<file path="src/interchange_sort_by_name_assert.svh">
// Assertion macros for the interchange sort block.
// Expects clk and arst_n in the scope where a macro is used.
`ifndef INTERCHANGE_SORT_BY_NAME_ASSERT_SVH
`define INTERCHANGE_SORT_BY_NAME_ASSERT_SVH

// Same-cycle implication, checked outside reset.
`define ISORT_ASSERT_NOW(label, ante, cons) \
	label: assert property (@(posedge clk) disable iff (!arst_n) (ante) |-> (cons)) \
		else $error("isort assertion failed");

// Next-cycle implication, checked outside reset.
`define ISORT_ASSERT_NEXT(label, ante, cons) \
	label: assert property (@(posedge clk) disable iff (!arst_n) (ante) |=> (cons)) \
		else $error("isort assertion failed");

`endif

</file>
<file path="src/isort_pkg.sv">
// Shared types, widths and the key canonicalization function for the
// interchange sort block. No dependencies.
package isort_pkg;

	localparam int unsigned KEY_W      = 64;
	localparam int unsigned TAG_W      = 6;
	localparam int unsigned NAME_BYTES = KEY_W / 8;

	typedef struct packed {
		logic [KEY_W-1:0] key;
		logic [TAG_W-1:0] tag;
	} rec_t;

	// Sequencer controls toward the datapath.
	typedef struct packed {
		logic in_ready;
		logic mem_we;
		logic wsel_in;   // write the incoming record, else the held record
		logic mem_re;
		logic cur_load;  // held record takes the read data
		logic scan;      // compare held record against read data
		logic out_load;
		logic out_last;
		logic out_ovf;
	} ctl_t;

	// Keep the top nchars bytes, clear everything from the first zero byte on.
	function automatic logic [KEY_W-1:0] canon_key(input logic [KEY_W-1:0] raw,
			input int unsigned nchars);
		logic [KEY_W-1:0] kept;
		logic             alive;
		logic [7:0]       b8;
		kept  = '0;
		alive = 1'b1;
		for (int unsigned b = 0; b < NAME_BYTES; b++) begin
			b8 = raw[KEY_W-1-8*b -: 8];
			if (b8 == 8'h00 || b >= nchars) begin
				alive = 1'b0;
			end
			if (alive) begin
				kept[KEY_W-1-8*b -: 8] = b8;
			end
		end
		return kept;
	endfunction

endpackage

</file>
<file path="src/isort_if.sv">
// Valid/ready channel interfaces for the interchange sort block.
// Depends on isort_pkg for field widths.
interface isort_rec_if;
	logic                          valid;
	logic                          ready;
	logic [isort_pkg::KEY_W-1:0]   name_key;
	logic [isort_pkg::TAG_W-1:0]   record_tag;
	logic                          last_record;

	modport source (output valid, output name_key, output record_tag, output last_record,
		input ready);
	modport sink (input valid, input name_key, input record_tag, input last_record,
		output ready);
endinterface

interface isort_res_if;
	logic                          valid;
	logic                          ready;
	logic [isort_pkg::KEY_W-1:0]   sorted_key;
	logic [isort_pkg::TAG_W-1:0]   sorted_tag;
	logic                          end_of_run;
	logic                          overflow;

	modport source (output valid, output sorted_key, output sorted_tag, output end_of_run,
		output overflow, input ready);
	modport sink (input valid, input sorted_key, input sorted_tag, input end_of_run,
		input overflow, output ready);
endinterface

</file>
<file path="src/isort_mem.sv">
// Record store: one write port, one read port with registered read data.
// Depends on isort_pkg for the record type.
module isort_mem #(
	parameter int DEPTH = 64,
	parameter int AW    = 6
) (
	input  logic            clk,
	input  logic            we,
	input  logic [AW-1:0]   waddr,
	input  isort_pkg::rec_t wdata,
	input  logic            re,
	input  logic [AW-1:0]   raddr,
	output isort_pkg::rec_t rdata
);
	import isort_pkg::*;

	rec_t mem_q [DEPTH];
	rec_t rdata_q;

	always_ff @(posedge clk) begin
		if (we) begin
			mem_q[waddr] <= wdata;
		end
		if (re) begin
			rdata_q <= mem_q[raddr];
		end
	end

	assign rdata = rdata_q;

endmodule

</file>
<file path="src/isort_cmp.sv">
// Shared compare-and-exchange unit: holds the record of the current
// position and swaps it with each later record that has a smaller key.
// Depends on isort_pkg.
module isort_cmp (
	input  logic            clk,
	input  isort_pkg::ctl_t ctl,
	input  isort_pkg::rec_t rdata,
	output isort_pkg::rec_t cur,
	output logic            swap
);
	import isort_pkg::*;

	rec_t cur_q;

	assign swap = ctl.scan && (cur_q.key > rdata.key);

	always_ff @(posedge clk) begin
		if (ctl.cur_load || swap) begin
			cur_q <= rdata;
		end
	end

	assign cur = cur_q;

endmodule

</file>
<file path="src/isort_ctrl.sv">
// Sequencer: load, interchange sort passes and readout of the record store.
// Depends on isort_pkg.
module isort_ctrl #(
	parameter int MAX_RECORDS = 64,
	parameter int AW          = 6,
	parameter int CW          = 7
) (
	input  logic            clk,
	input  logic            arst_n,
	input  logic            in_valid,
	input  logic            in_last,
	input  logic            out_free,
	input  logic            swap,
	output isort_pkg::ctl_t ctl,
	output logic [AW-1:0]   raddr,
	output logic [AW-1:0]   waddr
);
	import isort_pkg::*;

	typedef enum logic [5:0] {
		ST_IDLE = 6'b000001,
		ST_LDI  = 6'b000010,
		ST_SCAN = 6'b000100,
		ST_WB   = 6'b001000,
		ST_ERD  = 6'b010000,
		ST_ELD  = 6'b100000
	} state_t;

	state_t        state_q, state_d;
	logic [CW-1:0] count_q, count_d, cnt_next, cnt_m1;
	logic          dropped_q, dropped_d, full;
	logic [AW-1:0] i_q, i_d, j_q, j_d, i_inc, j_inc, last_idx;

	assign full     = (count_q == CW'(MAX_RECORDS));
	assign cnt_next = full ? count_q : count_q + 1'b1;
	assign cnt_m1   = count_q - 1'b1;
	assign last_idx = cnt_m1[AW-1:0];
	assign i_inc    = i_q + 1'b1;
	assign j_inc    = j_q + 1'b1;

	always_comb begin
		ctl       = '0;
		raddr     = '0;
		waddr     = i_q;
		state_d   = state_q;
		count_d   = count_q;
		dropped_d = dropped_q;
		i_d       = i_q;
		j_d       = j_q;
		case (state_q)
			ST_IDLE: begin
				ctl.in_ready = 1'b1;
				if (in_valid) begin
					count_d = cnt_next;
					if (full) begin
						dropped_d = 1'b1;
					end else begin
						ctl.mem_we  = 1'b1;
						ctl.wsel_in = 1'b1;
						waddr       = count_q[AW-1:0];
					end
					if (in_last) begin
						i_d = '0;
						if (cnt_next >= CW'(2)) begin
							ctl.mem_re = 1'b1;
							state_d    = ST_LDI;
						end else begin
							state_d = ST_ERD;
						end
					end
				end
			end
			ST_LDI: begin
				ctl.cur_load = 1'b1;
				ctl.mem_re   = 1'b1;
				raddr        = i_inc;
				j_d          = i_inc;
				state_d      = ST_SCAN;
			end
			ST_SCAN: begin
				ctl.scan = 1'b1;
				if (swap) begin
					ctl.mem_we = 1'b1;
					waddr      = j_q;
				end
				if (j_q == last_idx) begin
					state_d = ST_WB;
				end else begin
					ctl.mem_re = 1'b1;
					raddr      = j_inc;
					j_d        = j_inc;
				end
			end
			ST_WB: begin
				ctl.mem_we = 1'b1;
				waddr      = i_q;
				if (i_inc == last_idx) begin
					i_d     = '0;
					state_d = ST_ERD;
				end else begin
					ctl.mem_re = 1'b1;
					raddr      = i_inc;
					i_d        = i_inc;
					state_d    = ST_LDI;
				end
			end
			ST_ERD: begin
				ctl.mem_re = 1'b1;
				raddr      = i_q;
				state_d    = ST_ELD;
			end
			ST_ELD: begin
				if (out_free) begin
					ctl.out_load = 1'b1;
					ctl.out_last = (i_q == last_idx);
					ctl.out_ovf  = dropped_q;
					if (i_q == last_idx) begin
						count_d   = '0;
						dropped_d = 1'b0;
						state_d   = ST_IDLE;
					end else begin
						i_d     = i_inc;
						state_d = ST_ERD;
					end
				end
			end
			default: begin
				state_d = ST_IDLE;
			end
		endcase
	end

	always_ff @(posedge clk or negedge arst_n) begin
		if (!arst_n) begin
			state_q   <= ST_IDLE;
			count_q   <= '0;
			dropped_q <= 1'b0;
			i_q       <= '0;
			j_q       <= '0;
		end else begin
			state_q   <= state_d;
			count_q   <= count_d;
			dropped_q <= dropped_d;
			i_q       <= i_d;
			j_q       <= j_d;
		end
	end

endmodule

</file>
<file path="src/interchange_sort_by_name.sv">
// Top level of the interchange sort block: channels, key canonicalization,
// output register. Depends on isort_pkg, isort_if, isort_mem, isort_cmp,
// isort_ctrl and the assertion header.
//
// Usage:
//  - records (sink): one request per record, name_key/record_tag/last_record.
//    Keys are cut to NAME_CHARS bytes and cleared after the first zero byte.
//  - sorted (source): one request per stored record, ascending by key, with
//    end_of_run on the last one and overflow set on all of them if any
//    record past MAX_RECORDS was dropped from the set.
//  - Loading takes one record per cycle. The request with last_record starts
//    the sort; records is not ready until the sorted set has been handed out.
//  - Sort time for n records is set by the single compare unit and the one
//    read port of the record store. Readout then reads each record from the
//    store and loads it into the output register while sorted is ready.
//  - If sorted stalls, the readout waits with the next record held in the
//    store's read register; the final result sits in the output register
//    while records is already accepted again for the next set.
//  - Reset clears the sequencer, record count, drop flag and output valid.
//    Store contents are not cleared; only entries written in the current
//    set are ever read.
module interchange_sort_by_name #(
	parameter int MAX_RECORDS = 64,
	parameter int NAME_CHARS  = 8
) (
	input logic         clk,
	input logic         arst_n,
	isort_rec_if.sink   records,
	isort_res_if.source sorted
);
	import isort_pkg::*;

	localparam int AW = (MAX_RECORDS > 1) ? $clog2(MAX_RECORDS) : 1;
	localparam int CW = $clog2(MAX_RECORDS + 1);

	ctl_t          ctl;
	logic [AW-1:0] raddr, waddr;
	rec_t          in_rec, wdata, rdata, cur;
	logic          swap, out_free;

	// output register
	logic             out_valid_q;
	logic [KEY_W-1:0] out_key_q;
	logic [TAG_W-1:0] out_tag_q;
	logic             out_last_q, out_ovf_q;

	// canonical key makes a plain unsigned compare match string order
	assign in_rec.key = canon_key(records.name_key, NAME_CHARS);
	assign in_rec.tag = records.record_tag;

	// incoming record on load, otherwise the compare unit's held record
	assign wdata = ctl.wsel_in ? in_rec : cur;

	assign out_free = !out_valid_q || sorted.ready;

	isort_ctrl #(
		.MAX_RECORDS (MAX_RECORDS),
		.AW          (AW),
		.CW          (CW)
	) u_ctrl (
		.clk      (clk),
		.arst_n   (arst_n),
		.in_valid (records.valid),
		.in_last  (records.last_record),
		.out_free (out_free),
		.swap     (swap),
		.ctl      (ctl),
		.raddr    (raddr),
		.waddr    (waddr)
	);

	isort_mem #(
		.DEPTH (MAX_RECORDS),
		.AW    (AW)
	) u_mem (
		.clk   (clk),
		.we    (ctl.mem_we),
		.waddr (waddr),
		.wdata (wdata),
		.re    (ctl.mem_re),
		.raddr (raddr),
		.rdata (rdata)
	);

	isort_cmp u_cmp (
		.clk   (clk),
		.ctl   (ctl),
		.rdata (rdata),
		.cur   (cur),
		.swap  (swap)
	);

	assign records.ready = ctl.in_ready;

	always_ff @(posedge clk or negedge arst_n) begin
		if (!arst_n) begin
			out_valid_q <= 1'b0;
		end else if (ctl.out_load) begin
			out_valid_q <= 1'b1;
		end else if (sorted.ready) begin
			out_valid_q <= 1'b0;
		end
	end

	always_ff @(posedge clk) begin
		if (ctl.out_load) begin
			out_key_q  <= rdata.key;
			out_tag_q  <= rdata.tag;
			out_last_q <= ctl.out_last;
			out_ovf_q  <= ctl.out_ovf;
		end
	end

	assign sorted.valid      = out_valid_q;
	assign sorted.sorted_key = out_key_q;
	assign sorted.sorted_tag = out_tag_q;
	assign sorted.end_of_run = out_last_q;
	assign sorted.overflow   = out_ovf_q;

	`include "interchange_sort_by_name_assert.svh"

	// never overwrite a result the receiver has not taken
	`ISORT_ASSERT_NOW(a_out_load_free, ctl.out_load, !out_valid_q || sorted.ready)
	// the store is not written while a result is being read out
	`ISORT_ASSERT_NOW(a_no_write_on_out, ctl.out_load, !ctl.mem_we)
	// no new record is taken while the compare unit is busy
	`ISORT_ASSERT_NOW(a_idle_no_scan, ctl.in_ready, !ctl.scan && !ctl.cur_load)
	// a loaded result is presented in the next cycle
	`ISORT_ASSERT_NEXT(a_load_shows, ctl.out_load, sorted.valid)

endmodule

</file>
<file path="src/flat_wrapper.sv">
// flat-port wrapper written by rule: the top's interface ports become plain ports
module interchange_sort_by_name_flat import isort_pkg::*;
#(
	parameter int MAX_RECORDS = 64,
	parameter int NAME_CHARS  = 8
)
  (clk, arst_n, records_valid, records_name_key, records_record_tag, records_last_record, records_ready, sorted_valid, sorted_sorted_key, sorted_sorted_tag, sorted_end_of_run, sorted_overflow, sorted_ready);
  isort_rec_if records_i ();
  isort_res_if sorted_i ();
  input logic clk;
  input logic arst_n;
  input wire logic [$bits(records_i.valid)-1:0] records_valid;
  input wire logic [$bits(records_i.name_key)-1:0] records_name_key;
  input wire logic [$bits(records_i.record_tag)-1:0] records_record_tag;
  input wire logic [$bits(records_i.last_record)-1:0] records_last_record;
  output wire logic [$bits(records_i.ready)-1:0] records_ready;
  output wire logic [$bits(sorted_i.valid)-1:0] sorted_valid;
  output wire logic [$bits(sorted_i.sorted_key)-1:0] sorted_sorted_key;
  output wire logic [$bits(sorted_i.sorted_tag)-1:0] sorted_sorted_tag;
  output wire logic [$bits(sorted_i.end_of_run)-1:0] sorted_end_of_run;
  output wire logic [$bits(sorted_i.overflow)-1:0] sorted_overflow;
  input wire logic [$bits(sorted_i.ready)-1:0] sorted_ready;
  assign records_i.valid = records_valid;
  assign records_i.name_key = records_name_key;
  assign records_i.record_tag = records_record_tag;
  assign records_i.last_record = records_last_record;
  assign records_ready = records_i.ready;
  assign sorted_valid = sorted_i.valid;
  assign sorted_sorted_key = sorted_i.sorted_key;
  assign sorted_sorted_tag = sorted_i.sorted_tag;
  assign sorted_end_of_run = sorted_i.end_of_run;
  assign sorted_overflow = sorted_i.overflow;
  assign sorted_i.ready = sorted_ready;
  interchange_sort_by_name #(.MAX_RECORDS(MAX_RECORDS), .NAME_CHARS(NAME_CHARS)) u_core (.clk(clk), .arst_n(arst_n), .records(records_i), .sorted(sorted_i));
endmodule
</file>
<file path="config.mk">
export PLATFORM = sky130hd
export DESIGN_NAME = interchange_sort_by_name_flat
export DESIGN_NICKNAME = d
export VERILOG_FILES = /design/src/isort_pkg.sv /design/src/isort_if.sv /design/src/isort_mem.sv /design/src/isort_cmp.sv /design/src/isort_ctrl.sv /design/src/interchange_sort_by_name.sv /design/src/flat_wrapper.sv
export VERILOG_INCLUDE_DIRS = /design/src /design/src/src
export SDC_FILE = /design/constraint.sdc
export NUM_CORES = 2
export LEC_CHECK = 0
export BUFFER_PORTS_ARGS = -buffer_cell sky130_fd_sc_hd__buf_2
export CAP_MARGIN = 20
export CORE_MARGIN = 1
export CORE_UTILIZATION = 40
export CTS_CLUSTER_DIAMETER = 200
export DETAILED_ROUTE_END_ITERATION = 8
export MAX_ROUTING_LAYER = met4
export PLACE_DENSITY_LB_ADDON = 0.1
export RECOVER_POWER = 50
export REMOVE_ABC_BUFFERS = 1
export SYNTH_ARGS = -nofsm -noshare
export SYNTH_HDL_FRONTEND = slang
export SYNTH_MEMORY_MAX_BITS = 65536
export SYNTH_SLANG_ARGS = --single-unit
</file>
<file path="constraint.sdc">
create_clock -name clk -period 7.64 [get_ports clk]
set_clock_uncertainty 0.05 [all_clocks]
set_input_delay 1.146 -clock clk [delete_from_list [all_inputs] [get_ports clk]]
set_output_delay 1.146 -clock clk [all_outputs]
set_load 0.02 [all_outputs]
</file>
* Word level (Yosys, flattened, before mapping)
Memory sizes are Yosys's and may differ from the RTL's. A register that Yosys moved wholly into a read port is not among the register bits.
Cells that the tools add are included.
** Storage, ports and cells
- Register bits after elaboration :: 169
- Memories kept :: 1
- Bits of input ports :: 75
- Logic and storage cells :: 128
- RAM bits :: 4480
- Output and inout bits :: 74
** Memory list
- u_core.u_mem.mem_q :: words 64, bits a word 70, read ports 1, clocked after Yosys merged registers in 1, write ports 1, RTL line isort_mem.sv:17 : rec_t mem_q [DEPTH];
** Operators by class
- Eq/ne operators :: 18
- $add $sub $neg :: 4
- Reduce and logical (&&, ||, !) cells :: 23
- Multiplexer cells :: 68
- Magnitude comparators :: 2
** Operators with widths (number)
- 6-bit 2-to-1 mux :: 14
- 70-bit 2-to-1 mux :: 1
- 64-bit greater-than comparator :: 1
- 8-bit zero test :: 8
- 8-bit 2-to-1 mux :: 8
- 6-bit case mux with 6 select lines :: 1
- 7-bit 2-to-1 mux :: 4
- 1-bit 2-to-1 mux :: 25
- 6-bit case mux with 2 select lines :: 2
- 6-bit case mux with 4 select lines :: 1
- 6-bit equality test :: 3
- 6-bit case mux with 3 select lines :: 1
- 5-bit 2-to-1 mux :: 3
- 2-bit inequality test, second input constant :: 7
- 7-bit case mux with 2 select lines :: 1
- 6-bit by 1-bit adder with 6-bit output, second input constant :: 2
- 5-bit AND reduction :: 2
- 3-bit 2-to-1 mux :: 3
- 4-bit AND reduction :: 2
- 7-bit by 1-bit adder with 7-bit output, second input constant :: 1
- 7-bit equality test, second input constant :: 1
- 7-bit by 2-bit >= comparator with 1-bit output, second input constant :: 1
- 6-bit by 1-bit equality test with 1-bit output, second input constant :: 1
- 6-bit by 2-bit equality test with 1-bit output, second input constant :: 1
- 17 further kinds :: 21

* Longest topological paths before layout
- Depth after elaboration :: 11
- Mapped depth :: 21
- Mapped depth without buffers :: 14

* By module
From an unflattened synthesis, not the netlist that was laid out.
** Unflattened totals
- Cells, all modules :: 8292
- Area, all modules :: 181775.6 um^2
** By module, submodules not included
- isort_mem :: area each 172153.9 um^2, sequential area each 136631.0 um^2, instances 1, cells an instance 7411
- isort_cmp :: area each 3754.9 um^2, sequential area each 2102.0 um^2, instances 1, cells an instance 303
- interchange_sort_by_name :: area each 3534.6 um^2, sequential area each 2187.1 um^2, instances 1, cells an instance 302
- isort_ctrl :: area each 2332.2 um^2, sequential area each 651.9 um^2, instances 1, cells an instance 276

* Worst setup path after synthesis
No wires, ideal clock.
- Kind :: register to register
- Start :: reg u_core.u_cmp.cur_q, in the netlist u_core.u_cmp.cur[31]
- End :: mem u_core.u_mem.mem_q[0][0] (netlist name) (enable)
- Arrival :: 5.969 ns
- Stages on the path, launching flop included :: 15
- Period minus slack after synthesis :: 6.518 ns
- Data required time :: 7.091 ns
- Path buffers :: 1
- Setup time :: 0.499 ns
- Setup slack :: 1.122 ns
- Path through :: edfxtp_1 -> ha_1 -> a21o_1 -> a21o_1 -> a21oi_1 -> nor2b_1 -> o21ai_0 -> a21oi_1 -> o41ai_1 -> nand3_1 -> and2_1 -> clkbuf_1 -> a221oi_1 -> nand3_1 -> nor2_1
** Between the ends
- Word-level cells in the longest chain between the ends :: 6
- Elaborated cells between the ends (all ways) :: 8
- Classes of those cells :: order compare: 1; mux: 6; reduce/logical: 1
** RTL lines
- start: declaration :: RTL line isort_cmp.sv:13 : rec_t cur_q;
- start signal: assignment :: RTL line isort_cmp.sv:19 : cur_q <= rdata;
- 64-bit greater-than comparator (*) :: RTL line isort_cmp.sv:15 : assign swap = ctl.scan && (cur_q.key > rdata.key);
- 1-bit logical AND (*) :: RTL line isort_cmp.sv:15
- 1-bit 2-to-1 mux :: RTL line isort_ctrl.sv:82 : if (swap) begin
- 1-bit case mux with 3 select lines :: RTL line isort_ctrl.sv:50 : case (state_q)
- 1-bit 2-to-1 mux :: RTL line isort_mem.sv:21 : if (we) begin
- 1-bit 2-to-1 mux (not written as such) :: RTL line isort_mem.sv:22 : mem_q[waddr] <= wdata;
- end: declaration :: RTL line isort_mem.sv:17
Every way passes the cells marked *; elsewhere a longest branch is shown, timed or not.

==> flow_summary.ini <==
[synthesis]
synth.distinct_cells = 91
synth_flop_cell = edfxtp_1
postSynthCellCount = 13086
avgSynthCellArea_um2 = 14.1
yosysSeqAreaShare_pct = 76.5
synth_area_um2 = 185000
synth-edff-count = 4692
async_flop_share_pct = 0.572
yosys_warnings = 0
ys_seq_elements = 4719

[status]
run_status = finished, violations left
violations = design-rule violations, max-capacitance violations, max-slew violations

[sta]
holdWs_ps = 363
rsz0062_at_grt = no
tightest_slew_ps = 3440
period_needed_ps = 7480
finalCritPeriodShare_pct = 97.9
slew_violations = 3104
max_slew_margin_pct = -130
max_freq_mhz = 134
hold_violations = 0
setup_violations = 0

[critical_path]
worst-endpoint-required_ps = 8220
r2r_start = u_core.u_ctrl.state_q[1]
critPathTopFamily = buffers and inverters
cp-startpoint = u_core.u_ctrl.state_q[1]
worstSetupPathType = flop to flop
max_stage_delay_ps = 1610
path_cells = or4_4, or3b_1, a21oi_1, nor2_1, inv_1, or3_1, clkbuf_2, buf_2
cp_num_buf_inv = 3
reg2reg_depth = 8
critPathArrivalTime_ps = 8050
worst-path-stages = 8
crit_fanout = 34
start_kind = flop
end_kind = flop
slowest_stage = clkbuf_2

[final_layout]
final_layout_size_suffix_gt1_share_pct = 11.0
nFillCells = 40417
areaGrowthSynthToFinish_pct = 15.0
final_cell_mix = 4692 x edfxtp_1, 3825 x nand2_1, 1440 x nand3_1
fin_nets = 13757
mostFrequentLayoutCell = edfxtp_1
instances_no_fill = 20221

[hold_path]
min_from = records_last_record
hold_class = primary input to flop
holdPathStages = 2

[grt]
grt_max_degree = 121
antenna_found_initial = 84
first_global_vias = 112665
grt_use_total_pct = 31.2
grt_pass1_wl_mm = 975
overflow = 0

[detailed_routing]
drc_errors = 14
drt_iter0_drc = 17982
vias = 121166
drtPass1Iterations = 9
vias_per_cell = 5.99
antenna_left = 0
wl_per_cell_um = 35.6
wl_mm = 719

[run]
maxCapViolCount = 63

[power_and_ir_drop]
max-vdd-ir-drop_mv = 0.325
power.leakage_uw = 0.0736
pwr_density_cell_nw_per_um2 = 327

[place]
io_buffers = 148
gp_congestion = 0.897
hpwl_mm = 436
numPlacedInstances = 19237

[clocking]
cts_buffers = 522
tritoncts = built
clk_pin_slew_ps = 60
clk_path_buf_depth = 4
root_buffer = clkbuf_16
post_cts_buffers = 0
clock_latency_ps = 1070
cts.sinks = 4719
h-tree-depth = 6
ctsResizeCount = 0
hold_buffers = 0

[die]
fp.dieH_um = 682
die-area_um2 = 465000
io_pins = 149
die_w_um = 682
start_util_pct = 40.2
coreArea_um2 = 460000
fp-row-count = 249
## state kept, by name (all words and copies together), names as in the netlist
signal and count:
u_core.u_ctrl.count_q 7, u_core.sorted.valid 1, u_core.u_cmp.cur 70, u_core.u_ctrl.dropped_q 1, u_core.u_ctrl.i_q 6, u_core.sorted.sorted_key 64
u_core.sorted.overflow 1, u_core.u_mem.rdata 70, u_core.u_ctrl.state_q 6, u_core.u_mem.mem_q 4480, u_core.sorted.end_of_run 1, u_core.sorted.sorted_tag 6
u_core.u_ctrl.j_q 6
## stage by stage
stage               setup WS, ps  setup TNS [ps]  util (%)  power, uW  instance area [um2]
floorplan                 -41450        -2819600         -      43000               181000
global placement             572               0      42.8      45700               197000
detailed placement           675               0      42.8      45900               197000
CTS                          655               0      46.3      69700               213000
global route                 167               0      46.2      71200               213000
finish                       164               0      46.2      69600               213000
## metal layers
layer	vias to the layer above	GRT usage, %	wire length [um]	share of wire (%)
met5	-	-	0	0
met4	0	10.9	30700	4.3
met3	1115	4.91	68300	9.5
met2	6995	46.0	319000	44
met1	62913	44.0	301000	42
li1	50143	-	-	-
## where the power goes
group	total (uW)	leakage [uW]	switching [uW]	internal [uW]
clock network	24100	0.00778	10600	13500
logic	12100	0.0231	9750	2380
registers	33400	0.0427	644	32700
## path summary, 6_finish.rpt
path	endpoint	slack, ps
max in group asynchronous	u_core.u_ctrl.i_q[4]	6120
min in group asynchronous	u_core.u_ctrl.state_q[5]	450
worst max register to register	u_core.u_mem.rdata[3]	160
worst min register to register	u_core.sorted.sorted_tag[2]	410
worst min-delay path	u_core.u_ctrl.state_q[1]	360
worst max-delay path	u_core.u_mem.rdata[3]	160
## Yosys cell counts, types with 29 or more instances
cell       instances  share of area [%]
nor2_1           124               0.25
nor4b_2           33               0.27
ha_1              69               0.47
nor3_1            39               0.11
a22o_1            57               0.27
a32oi_1          418                2.0
o21ai_0           47               0.13
clkbuf_1         297               0.60
a211oi_1          29               0.12
nand2_1         3824                7.8
buf_1            104               0.21
a31oi_1          450                1.5
buf_4             83               0.34
and3_1            55               0.19
nand3_1         1439                3.9
a2111oi_0         30               0.14
inv_1             72               0.15
a21oi_1          111               0.30
a211o_1           34               0.16
mux2i_1          426                2.3
buf_2            310               0.84
edfxtp_1        4692                 76
## cell type report
type | count | area, um2 | share of cell area, %
repair buffers | 812 | 7060 | 3.32
well taps | 6149 | 7690 | 3.62
clock buffers | 665 | 13800 | 6.50
flip-flops and latches | 4719 | 142000 | 66.6
inverters | 72 | 270 | 0.127
clock inverters | 264 | 2170 | 1.02
multi-input cells | 7486 | 39900 | 18.8
diodes | 54 | 135 | 0.0635
## cell families (layout without fill, tap and decap cells)
group           after synthesis  count (layout)  share of synthesized area, %
simple gates               5652            5652                          13.0
flops                      4719            4719                          76.5
compound gates             1304            1304                          5.22
buf+inv                     881            1813                          2.23
mux                         427             427                          2.31
fa+ha+maj                    69              69                         0.467
xor+xnor                     34              34                         0.187
other cells                   0              54                             0
## worst register-to-register path, cell delays in order (launching register included)
cell	delay (ps)
dfrtp_1	440
or4_4	580
or3b_1	660
a21oi_1	430
nor2_1	290
inv_1	180
or3_1	930
clkbuf_2	1630
buf_2	1790
Power figures use the tool's default switching activity.
